## src/design/nrld_pkg.sv

```systemverilog
`timescale 1ns / 1ps
// ----------------------------------------------------------------------------
// nrld_pkg
// Types and phase codes shared by the nibble run-length decoder modules,
// and the per-nibble decode step used by nrld_decode.
// ----------------------------------------------------------------------------
package nrld_pkg;

  localparam logic [3:0] NIB_ESC = 4'hF;
  localparam logic [8:0] RUN_BIAS = 9'd4;

  // Escape sequence phase
  typedef enum logic [2:0] {
    PH_IDLE    = 3'd0,
    PH_ESC     = 3'd1,
    PH_ESC_V   = 3'd2,
    PH_ESC2    = 3'd3,
    PH_ESC2_H  = 3'd4,
    PH_ESC2_HL = 3'd5
  } phase_t;

  typedef struct packed {
    logic [7:0] data_byte;
    logic       last_byte;
  } in_item_t;

  typedef struct packed {
    logic [3:0] fill_value;
    logic [8:0] run_length;
    logic       frame_end;
    logic       truncated;
  } out_item_t;

  typedef struct packed {
    phase_t     phase;
    logic [3:0] held_value;
    logic [3:0] held_count_high;
    logic [3:0] held_count_low;
  } dec_state_t;

  // Result of one nibble step
  typedef struct packed {
    dec_state_t state;
    logic       emit;
    out_item_t  item;
  } feed_t;

  // Decoded byte handed to the result buffer
  typedef struct packed {
    logic [1:0] count;
    out_item_t  r0;
    out_item_t  r1;
  } dec_out_t;

  localparam dec_state_t STATE_RESET = '{phase: PH_IDLE, held_value: 4'd0,
                                         held_count_high: 4'd0,
                                         held_count_low: 4'd0};

  // One nibble through the escape state machine
  function automatic feed_t nib_feed(dec_state_t st, logic [3:0] nib);
    feed_t f;
    f       = '0;
    f.state = st;
    unique case (st.phase)
      PH_ESC: begin
        if (nib != NIB_ESC) begin
          f.state.held_value = nib;
          f.state.phase      = PH_ESC_V;
        end else begin
          f.state.phase = PH_ESC2;
        end
      end
      PH_ESC_V: begin
        f.emit            = 1'b1;
        f.item.fill_value = st.held_value;
        f.item.run_length = {5'd0, nib} + RUN_BIAS;
        f.state.phase     = PH_IDLE;
      end
      PH_ESC2: begin
        f.state.held_count_high = nib;
        f.state.phase           = PH_ESC2_H;
      end
      PH_ESC2_H: begin
        f.state.held_count_low = nib;
        f.state.phase          = PH_ESC2_HL;
      end
      PH_ESC2_HL: begin
        f.emit            = 1'b1;
        f.item.fill_value = nib;
        f.item.run_length = {1'b0, st.held_count_high, st.held_count_low} + RUN_BIAS;
        f.state.phase     = PH_IDLE;
      end
      default: begin
        if (nib == NIB_ESC) begin
          f.state.phase = PH_ESC;
        end else begin
          f.emit            = 1'b1;
          f.item.fill_value = nib;
          f.item.run_length = 9'd1;
          f.state.phase     = PH_IDLE;
        end
      end
    endcase
    return f;
  endfunction

endpackage

```

## src/design/nrld_decode.sv

```systemverilog
`timescale 1ns / 1ps
// ----------------------------------------------------------------------------
// nrld_decode
// Decodes both nibbles of one byte against the current escape state and
// builds up to two results, including the end-of-frame marker.
// ----------------------------------------------------------------------------
module nrld_decode import nrld_pkg::*; (
  input  dec_state_t state,
  input  in_item_t   item,
  output dec_state_t state_next,
  output dec_out_t   dec
);

  feed_t      f_hi;
  feed_t      f_lo;
  logic       mid;
  logic       marker;
  out_item_t  mark_item;
  logic [1:0] run_cnt;

  // High nibble first, then low nibble
  always_comb begin
    f_hi = nib_feed(state, item.data_byte[7:4]);
    f_lo = nib_feed(f_hi.state, item.data_byte[3:0]);
  end

  // Pack the runs, append the end marker and flag the frame end
  always_comb begin
    run_cnt             = {1'b0, f_hi.emit} + {1'b0, f_lo.emit};
    mid                 = (f_lo.state.phase != PH_IDLE);
    marker              = item.last_byte && (mid || (run_cnt == 2'd0));
    mark_item           = '0;
    mark_item.frame_end = 1'b1;
    mark_item.truncated = mid;

    dec    = '0;
    dec.r0 = f_hi.emit ? f_hi.item : f_lo.item;
    dec.r1 = f_lo.item;
    if (marker) begin
      if (run_cnt == 2'd0) begin
        dec.r0 = mark_item;
      end else begin
        dec.r1 = mark_item;
      end
    end
    dec.count = run_cnt + {1'b0, marker};

    // Last result of the last byte carries frame_end
    if (item.last_byte) begin
      if (dec.count == 2'd1) begin
        dec.r0.frame_end = 1'b1;
      end else begin
        dec.r1.frame_end = 1'b1;
      end
    end

    state_next = item.last_byte ? STATE_RESET : f_lo.state;
  end

endmodule

```

## src/design/nrld_result_buf.sv

```systemverilog
`timescale 1ns / 1ps
// ----------------------------------------------------------------------------
// nrld_result_buf
// Two-entry result register. Loads all results of one byte at once and
// drains them one per transfer.
// ----------------------------------------------------------------------------
module nrld_result_buf import nrld_pkg::*; (
  input  logic      clk,
  input  logic      rst,
  input  logic      load,
  input  dec_out_t  dec,
  output logic      can_load,
  output logic      run_valid,
  input  logic      run_ready,
  output out_item_t run_item
);

  logic [1:0] cnt;
  logic [1:0] cnt_next;
  out_item_t  slot0;
  out_item_t  slot1;
  logic       pop;

  assign run_valid = (cnt != 2'd0);
  assign run_item  = slot0;
  assign pop       = run_valid && run_ready;
  // Free after this cycle: empty, or last entry leaving now
  assign can_load  = (cnt == 2'd0) || ((cnt == 2'd1) && run_ready);

  always_comb begin
    cnt_next = cnt;
    if (load) begin
      cnt_next = dec.count;
    end else if (pop) begin
      cnt_next = cnt - 2'd1;
    end
  end

  // Count in reset; payload slots unreset
  always_ff @(posedge clk) begin
    if (rst) begin
      cnt <= 2'd0;
    end else begin
      cnt <= cnt_next;
    end
  end

  always_ff @(posedge clk) begin
    if (load) begin
      slot0 <= dec.r0;
      slot1 <= dec.r1;
    end else if (pop) begin
      slot0 <= slot1;
    end
  end

  // Never more than two results held
  a_cnt_bound: assert property (@(posedge clk) disable iff (rst)
    cnt != 2'd3) else $error("result count out of range");

  // Loading only when the buffer is empty or drains this cycle
  a_no_overwrite: assert property (@(posedge clk) disable iff (rst)
    load |-> ((cnt == 2'd0) || ((cnt == 2'd1) && pop)))
    else $error("results overwritten");

  // Second result moves to the head after the first transfer
  a_shift: assert property (@(posedge clk) disable iff (rst)
    (pop && !load && (cnt == 2'd2)) |=> (run_item == $past(slot1)))
    else $error("second result lost");

endmodule

```

## src/design/nibble_run_length_decoder.sv

```systemverilog
`timescale 1ns / 1ps
// ----------------------------------------------------------------------------
// nibble_run_length_decoder
// Nibble run-length decoder: frame bytes in, (value, run length) results out.
// ----------------------------------------------------------------------------
// Each accepted byte is decoded in the cycle it is accepted and its results
// (zero, one or two) land in a two-entry result register, one result leaving
// per output transfer. A byte is taken every cycle while each byte yields at
// most one result and the output side keeps up; a byte that yields two
// results stalls the next byte until one has left; throughput is set by the
// single result drained per cycle. byte_ready follows run_ready within the
// same cycle. A byte marked last closes the frame: its final result has
// frame_end set, an escape left open raises truncated on a zero-length end
// marker, and the decoder returns to idle for the next frame.
// ----------------------------------------------------------------------------
module nibble_run_length_decoder import nrld_pkg::*; (
  input  logic      clk,
  input  logic      rst,
  input  logic      byte_valid,
  output logic      byte_ready,
  input  in_item_t  byte_item,
  output logic      run_valid,
  input  logic      run_ready,
  output out_item_t run_item
);

  dec_state_t state;
  dec_state_t state_next;
  dec_out_t   dec;
  logic       load;
  logic       can_load;

  assign byte_ready = can_load;
  assign load       = byte_valid && can_load;

  // Escape state register, advanced on each input transfer
  always_ff @(posedge clk) begin
    if (rst) begin
      state <= STATE_RESET;
    end else if (load) begin
      state <= state_next;
    end
  end

  nrld_decode u_decode (
    .state      (state),
    .item       (byte_item),
    .state_next (state_next),
    .dec        (dec)
  );

  nrld_result_buf u_buf (
    .clk       (clk),
    .rst       (rst),
    .load      (load),
    .dec       (dec),
    .can_load  (can_load),
    .run_valid (run_valid),
    .run_ready (run_ready),
    .run_item  (run_item)
  );

  // A last byte always leaves the decoder idle
  a_frame_idle: assert property (@(posedge clk) disable iff (rst)
    (load && byte_item.last_byte) |=> (state.phase == PH_IDLE))
    else $error("decoder not idle after frame end");

endmodule

```

## config.mk

```make
export PLATFORM = sky130hd
export DESIGN_NAME = nibble_run_length_decoder
export DESIGN_NICKNAME = d
export VERILOG_FILES = /design/src/design/nrld_pkg.sv /design/src/design/nrld_decode.sv /design/src/design/nrld_result_buf.sv /design/src/design/nibble_run_length_decoder.sv
export SDC_FILE = /design/constraint.sdc
export NUM_CORES = 1
export LEC_CHECK = 0
export ABC_AREA = 1
export BUFFER_PORTS_ARGS = -buffer_cell sky130_fd_sc_hd__buf_2
export CORE_MARGIN = 1
export CORE_UTILIZATION = 42
export CTS_CLUSTER_DIAMETER = 120
export CTS_CLUSTER_SIZE = 20
export DETAILED_ROUTE_END_ITERATION = 10
export GPL_TIMING_DRIVEN = 1
export PLACE_DENSITY = 0.65
export SYNTH_ARGS = -nofsm -noshare
export SYNTH_HDL_FRONTEND = slang
export SYNTH_HIERARCHICAL = 1
export SYNTH_SLANG_ARGS = --single-unit
```

## constraint.sdc

```tcl
create_clock -name clk -period 6.51 [get_ports clk]
set_input_delay 0.3255 -clock clk [delete_from_list [all_inputs] [get_ports clk]]
set_output_delay 0.3255 -clock clk [all_outputs]
set_load 0.01 [all_outputs]
```

# [Word-level counts from Yosys, hierarchy flattened]
# Index checks and enable logic that the tools add are counted.
[word_totals] register_bits=47 in_bits=13 output_inout_bits=17
[classes] add_sub_neg=7 eq_ne=16 n_mux=31 bitwise_logic=1 n_reduce_logical=16
[op_table] op="$mux W15" n=6
[op_table] op="$pmux W14 S3" n=2
[op_table] op="$mux W4" n=8
[op_table] op="$mux W30" n=1
[op_table] op="$mux W14" n=2
[op_table] op="$pmux W3 S4" n=2
[op_table] op="$add A8 B3 Y9 const B" n=2
[op_table] op="$eq A3 B2 Y1 const B" n=4
[op_table] op="$eq A3 B3 Y1 const B" n=4
[op_table] op="$add A4 B3 Y5 const B" n=2
[op_table] op="$eq A4 B4 Y1 const B" n=2
[op_table] op="$mux W1" n=8
[op_table] op="$ne A4 B4 Y1 const B" n=2
[op_table] op="$eq A3 B1 Y1 const B" n=2
[op_table] op="$reduce_or A2 Y1" n=3
[op_table] op="$reduce_or A3 Y1" n=2
[op_table] op="$eq A2 B1 Y1 const B" n=2
[op_table] op="$logic_and A1 B1 Y1" n=4
[op_table] op="$logic_not A2 Y1" n=2
[op_table] op="$mux W2" n=2
[op_table] op="$reduce_bool A2 Y1" n=2
[op_table] op="$reduce_bool A3 Y1" n=1
[op_table] op="$add A1 B1 Y2" n=1
[op_table] op="$add A2 B1 Y2" n=1
[op_table] op="other kinds (3)" n=4

# [Depth between registers and ports, before layout]
# Gate-level depths: netlist of the first run.
[logic_depth] depth_word=15 ltp_mapped=20

# [Cells and area by module]
# The synthesis of the first run kept the hierarchy.
[modules_own_cells] module="nrld_result_buf" n_inst=1 cells_per_inst=106 area_per_inst_um2=1277.5 seq_area_each_um2=940.9
[modules_own_cells] module="nrld_decode" n_inst=1 cells_per_inst=244 area_per_inst_um2=1257.5 seq_area_each_um2=0.0
[modules_own_cells] module="nibble_run_length_decoder" n_inst=1 cells_per_inst=97 area_per_inst_um2=640.6 seq_area_each_um2=300.3

# [Worst setup path after synthesis of the first run]
# OpenSTA, ideal clock, no wires.
[synth_timing] path_kind="register -> register" start="register, netlist name state[14]" end="register u_buf.slot0 (netlist bit u_buf/run_item[1]), data pin" setup_ps=130 arrival_ps=2724 required_ps=6380 path_slack_ps=3656 stages_incl_launch_ff=18 synth_period_minus_slack_ps=2854 path_cell_list="dfxtp_1 > nand2_2 > nand2_2 > nor2_4 > nand2_1 > nand2_1 > nor2_1 > inv_1 > ha_1 > nand2_1 > clkinv_1 > nor2_1 > fa_1 > nor2_1 > nor2_1 > nor2_1 > nand2_1 > nand2_1"
[synth_lines] item="to (signal assigned)" line="nrld_result_buf.sv:50" rtl="slot0 <= dec.r0;"
[synth_lines] item="to (signal assigned)" line="nrld_result_buf.sv:53" rtl="slot0 <= slot1;"
[synth_lines] item="to (decl)" line="nrld_result_buf.sv:20" rtl="out_item_t slot0;"

==> reports/results.txt, run 1 <==
Die area = 0.00791 mm^2
Core area = 0.00729 mm^2
Initial Utilization = 43.5%
Min Tclk post-route = 3490 ps
DR iter-0 viols = 243
HP Class = in -> reg
First drt pass iteration count = 5
CP max stage cell = dfxtp_1
Setup TNS = 0 ps
R2R depth = 17
Crit start category = register
Synth cell types = 39
Delay of the slowest critical-path stage = 590 ps
Die W = 89.0 um
Mapped Area = 0.00318 mm^2
Vias after detailed routing = 2845
Remaining antenna violation count = 0
Setup crit start = state[14]
First-pass GRT wire length = 13000 um
Arrival time at the worst endpoint = 3660 ps
Worst Path Required = 6680 ps
Commonest cells after routing, fill and taps aside = 136 x nand2_1, 60 x nor2_1, 57 x inv_1
Total track usage = 21.4%
Layer carrying the most global-route usage = met2
Cells after DPL = 566
Average wire per standard cell = 13.5 um
Final period utilization = 53.5%
Skew final = 7.25 ps
Skew-Pair Late Insertion Delay = 300 ps
# H-tree levels = 2
TritonCTS Buffers = 5
Worst slew pin tran = 574 ps
Largest net degree at the start of global routing = 35
Static Leakage = 1.72 nW
Worst-path clk slew = 90 ps
Capture point of the worst path = u_buf/run_item[1]
Final Util = 48.0%
Mean Syn Cell Area = 7.10 um^2
GRT met2 Usage = 34.4%
Commonest non-fill, non-tap cell in the layout = nand2_1
Final Cell Area = 0.00350 mm^2
Outcome = completed
Count of boundary I/O pins = 30
Setup bufs post-CTS = 0
GPL Wtd Cong = 0.949
Initial antenna violation count = 0
Worst reg2reg endpoint = u_buf/run_item[1]
Pins Over Slew Limit = 0
Slew Limit Headroom = 61.6%
Cell Area, Placed = 0.00337 mm^2
Critical R2R Launch = state[14]
Share of cells above drive strength 1 = 15.8%
Layout Nets = 495
Core Rows = 31
Longest Clk Path Bufs = 2
Congestion Overflow GR = 0
Filler cell count = 770
I/O Buffers = 29
Post-DP HPWL = 5870 um
Post-CTS Hold Buffers = 0
Yosys reg bits = 47
Unrepaired setup endpoints after global routing = no
CTS sink count = 47
WS Path Type = reg -> reg
YS warnings = 6
Setup crit end kind = register
Met3 Use GR = 2.95%
Number of global-route vias before repair = 2648
CTS root buf = clkbuf_8
CTS tree = yes
Worst-path cell chain = nand2_2, nand2_2, nor2_4, nand2_1, nand2_1, nor2_1, inv_1, ha_1, nand2_1, clkinv_1, nor2_1, fa_1, nor2_1, nor2_1, nor2_1, nand2_1, nand2_1
Routed WL = 7730 um
Worst VDD drop = 0.000178 V
Non-Filler Instances = 574
Hold Vio Cnt, Final = 0
Number of vias per cell = 4.96
Syn_nets = 468
Area added between synthesis and finish = 10.2%
Die Height = 89.0 um
Post-CTS sizing = 0
DRC = 0
Synth Instances = 447
Power Density = 427 mW/mm^2
Max Cap Viol = 0
Total inserted antenna cells = 0
Met1 Usage GRT = 30.3%
Achievable Freq = 287 MHz
R2R setup slack = 3020 ps
Highest net fanout along the worst path = 16
Total power = 1.49 mW
Post-synthesis sequential area ratio = 39.1%
Final setup vio count = 0
critical path: cells and delay by family (launching register included):
kind | cells | cell delay [ps]
adder cells (fa/ha/maj) | 2 | 680
flip-flops | 1 | 590
AND/OR/NAND/NOR | 13 | 1680
buffers and inverters | 2 | 400
routing by layer:
metal	vias to the layer above	part of all wire [%]
met2	80	44
met1	1264	49
met4	0	1.8
met3	15	5.7
li1	1486	-
met5	-	0
logic make-up after synthesis:
family,count (synthesis),synth area share (%)
flip-flops,47,39.1
buffers and inverters,78,11.2
AND/OR/NAND/NOR,248,34.2
adder cells (fa/ha/maj),8,3.39
AO/OA/AOI/OAI,66,12.2
sequential cells by signal, indices dropped and copies added (netlist names):
signal and flops:
u_buf/slot1 15, u_buf/cnt 2, state 15, u_buf/run_item 15
synth_stat cells:
| library cell | instances | area [um^2] |
|---|---|---|
| nor3_1 | 2 | 10.0 |
| inv_1 | 57 | 214 |
| nand2_1 | 136 | 510 |
| clkinv_1 | 2 | 7.51 |
| or2_2 | 2 | 12.5 |
| o21ai_1 | 3 | 15.0 |
| buf_2 | 2 | 10.0 |
| o21ai_2 | 1 | 8.76 |
| inv_8 | 1 | 11.3 |
| a22oi_1 | 3 | 22.5 |
| buf_4 | 2 | 15.0 |
| o31ai_1 | 1 | 7.51 |
| ha_1 | 7 | 87.6 |
| clkinv_2 | 1 | 5.00 |
| edfxtp_1 | 30 | 901 |
| nor2_2 | 3 | 18.8 |
| clkbuf_1 | 1 | 3.75 |
| a32oi_1 | 2 | 17.5 |
| dfxtp_1 | 17 | 340 |
| nand3_2 | 1 | 10.0 |
| nor2_1 | 60 | 225 |
| nand3_1 | 18 | 90.1 |
| o211ai_1 | 2 | 15.0 |
| inv_2 | 5 | 18.8 |
| buf_6 | 5 | 56.3 |
| o22ai_1 | 6 | 37.5 |
| inv_4 | 2 | 12.5 |
| nand4_1 | 4 | 25.0 |
| fa_1 | 1 | 20.0 |
| a22o_1 | 1 | 8.76 |
| nand2_2 | 14 | 87.6 |
| o21a_1 | 1 | 7.51 |
| a211oi_1 | 6 | 45.0 |
| nand3_4 | 1 | 17.5 |
| a21oi_1 | 19 | 95.1 |
| nand2_4 | 3 | 33.8 |
| nor2_4 | 4 | 45.0 |
| a31oi_1 | 1 | 6.26 |
| o21ai_0 | 20 | 100 |
layout make-up:
type	count	area, um^2	area share [%]
clock buffer	6	72.6	2.07
timing repair buffer	30	153	4.36
sequential	47	1240	35.5
inverter	68	269	7.69
clock inverter	2	60.1	1.72
multi-input combinational	322	1580	45.2
tap	99	124	3.54
metrics by stage:
step	hold WS, ps	setup slack (ps)
after CTS	307	3070
after global placement	494	3260
final	306	3020
after floorplan	486	3660
after detailed placement	496	3110
after global routing	319	2690
worst min-delay path by stage:
| stage | startpoint | to | slack, ps | depth (start not counted) |
|---|---|---|---|---|
| final | rst | u_buf/cnt[1] | 310 | 4 |
| after global routing | rst | u_buf/cnt[1] | 320 | 4 |
| after CTS | rst | u_buf/cnt[1] | 310 | 4 |
| after detailed placement | u_buf/slot1[3] | u_buf/run_item[3] | 500 | 2 |
| after global placement | u_buf/slot1[7] | u_buf/run_item[7] | 490 | 2 |
| after floorplan | rst | u_buf/cnt[1] | 490 | 3 |
where the power goes:
part           internal (mW)  switching [mW]
Combinational          0.231           0.471
Clock                  0.154           0.100
Sequential             0.474          0.0625
No activity file was read; power rests on OpenSTA's default activity.
==> inputs of run 2 (changes only) <==
--- a/config.mk
+++ b/config.mk
@@ -5,7 +5,7 @@
 export SDC_FILE = /design/constraint.sdc
 export NUM_CORES = 1
 export LEC_CHECK = 0
-export ABC_AREA = 1
+export ABC_AREA = 0
 export BUFFER_PORTS_ARGS = -buffer_cell sky130_fd_sc_hd__buf_2
 export CORE_MARGIN = 1
 export CORE_UTILIZATION = 42
@@ -13,7 +13,7 @@
 export CTS_CLUSTER_SIZE = 20
 export DETAILED_ROUTE_END_ITERATION = 10
 export GPL_TIMING_DRIVEN = 1
-export PLACE_DENSITY = 0.65
+export PLACE_DENSITY = 0.67
 export SYNTH_ARGS = -nofsm -noshare
 export SYNTH_HDL_FRONTEND = slang
 export SYNTH_HIERARCHICAL = 1
==> constraint.sdc (replaced) <==
create_clock -name clk -period 2.8 [get_ports clk]
set_input_delay 0.14 -clock clk [delete_from_list [all_inputs] [get_ports clk]]
set_output_delay 0.14 -clock clk [all_outputs]
set_load 0.01 [all_outputs]
==> reports/results.txt, run 2 <==
Outcome = completed
Worst slew pin tran = 600 ps
Static Leakage = 1.30 nW
Achievable Freq = 386 MHz
Unrepaired setup endpoints after global routing = no
Arrival time at the worst endpoint = 2650 ps
Hold Vio Cnt, Final = 0
Commonest cells after routing, fill and taps aside = 30 x edfxtp_1, 29 x buf_2, 28 x nand2_1
Die Height = 90.0 um
Vias after detailed routing = 2696
# H-tree levels = 2
Worst-path clk slew = 90 ps
Initial Utilization = 44.1%
Core area = 0.00737 mm^2
Top-count cell post-synth = edfxtp_1
YS warnings = 6
DRC = 0
Final setup vio count = 0
Top_reg_cell synth = edfxtp_1
Slew Limit Headroom = 60.0%
CTS tree = yes
Skew-Pair Late Insertion Delay = 300 ps
Area added between synthesis and finish = 10.2%
Total track usage = 20.3%
Routed WL = 8000 um
Max Cap Viol = 0
Pins Over Slew Limit = 0
Remaining antenna violation count = 0
Average wire per standard cell = 17.4 um
Number of vias per cell = 5.85
WS Path Type = reg -> reg
Commonest non-fill, non-tap cell in the layout = edfxtp_1
Final Cell Area = 0.00358 mm^2
Filler cell count = 716
TritonCTS Buffers = 5
Top-area cell type share of the netlist area = 27.7%
DRT met1 WL = 3810 um
Share of cells above drive strength 1 = 25.7%
Worst Path Required = 2860 ps
Number of global-route vias before repair = 2432
CTS root buf = clkbuf_8
Multi-input combinational cell area = 0.00180 mm^2
Count of boundary I/O pins = 30
Post-synthesis sequential area ratio = 38.2%
Skew final = 7.96 ps
Largest net degree at the start of global routing = 33
Post-DP HPWL = 5870 um
Setup crit end kind = register
Layout Nets = 382
Syn_nets = 353
Die W = 90.0 um
Setup WS pre-CTS = 211 ps
Cell taking the most area after synthesis = edfxtp_1
Congestion Overflow GR = 0
Setup TNS = 0 ps
Mapped Area = 0.00325 mm^2
Worst VDD drop = 0.000212 V
Non-Filler Instances = 461
I/O Buffers = 29
Highest net fanout along the worst path = 9
Mean Syn Cell Area = 9.79 um^2
Die area = 0.00809 mm^2
Synth cell types = 58
Post-synth EDFFs = 30
Yosys reg bits = 47
Post-CTS sizing = 0
Cells after DPL = 453
Longest Clk Path Bufs = 2
Total inserted antenna cells = 0
Post-CTS Hold Buffers = 0
Met2 routed WL = 3620 um
Initial antenna violation count = 0
Worst setup margin = 207 ps
GPL Wtd Cong = 0.922
Synth area leaders = edfxtp_1 28%, dfxtp_1 10%, a21bo_1 4.3%
DR iter-0 viols = 216
First drt pass iteration count = 5
FF/Latch Area = 0.00124 mm^2
Final period utilization = 92.6%
Routed wl met3 = 465 um
Power Density = 505 mW/mm^2
Synth Instances = 332
Setup bufs post-CTS = 0
Min Tclk post-route = 2590 ps
Cell Area, Placed = 0.00349 mm^2
FFs w/ async S/R, synth = 0%
Top routing layer in use = met4
Total power = 1.81 mW
CTS sink count = 47
Core Rows = 31
Crit start category = register
HP Class = in -> reg
Top cells by count, synth = 30 x edfxtp_1, 28 x nand2_1, 24 x nor2_1, 23 x nand3_1
First-pass GRT wire length = 13000 um
-- run 2: cell types whose count changed in the layout (fill, tap and decap cells not counted), moves of 7 or more --
cell	previous run	this run
a21oi_2	0	11
o21ai_0	20	13
mux2_2	0	9
mux2_4	0	8
o21a_1	1	8
buf_4	1	19
inv_1	57	8
nand2_2	14	0
nor2_1	60	24
a21bo_1	0	14
nand2_1	136	28
-- run 2: routing by layer --
layer,global-route usage (%),up-vias
li1,-,1301
met2,30.9,106
met1,29.9,1279
met5,0,-
met3,2.88,10
met4,5.51,0
-- run 2: cell type report --
class / count / share of cell area [%]
repair buffers: 48 / 8.04
clock inverters: 3 / 0.559
well taps: 99 / 3.46
inverters: 9 / 0.944
clock buffers: 5 / 1.92
flip-flops and latches: 47 / 34.7
multi-input cells: 250 / 50.4
-- run 2: final timing paths --
check                 start           endpoint  slack (ps)  depth (start not counted)
max reg2reg       state[13]  u_buf/run_item[1]         210                          9
min reg2reg  u_buf/slot1[0]  u_buf/run_item[0]         530                          1
min              byte_valid           state[7]         190                          3
max               state[13]  u_buf/run_item[1]         210                          9
-- run 2: critical path, stage by stage, from the launching register on --
cell     delay (ps)
dfxtp_1         530
and4_1          260
o21ai_0         120
nand3_1         140
ha_1            160
o21ai_0         110
fa_1            560
nor2_1           50
o21a_1          160
mux2_4          250
-- run 2: report_power, final --
part	internal, mW	switching (mW)	total [mW]
clock	0.175	0.245	0.420
combinational	0.185	0.296	0.481
sequential	0.876	0.0285	0.905
-- run 2: cells by family after synthesis --
logic type / after synthesis / synth area share (%)
AND/OR/NAND/NOR: 110 / 17.9
AO/OA/AOI/OAI: 103 / 23.8
flip-flops: 47 / 38.2
buffers and inverters: 35 / 6.39
multiplexers: 23 / 8.78
adder cells (fa/ha/maj): 8 / 3.31
XOR/XNOR: 6 / 1.62
-- run 2: stage by stage --
step / utilization (%) / hold slack (ps)
after detailed placement: 47.4 / 512
after global placement: 47.4 / 511
after CTS: 48.6 / 190
after global routing: 48.6 / 203
after floorplan: - / 205
final: 48.6 / 188
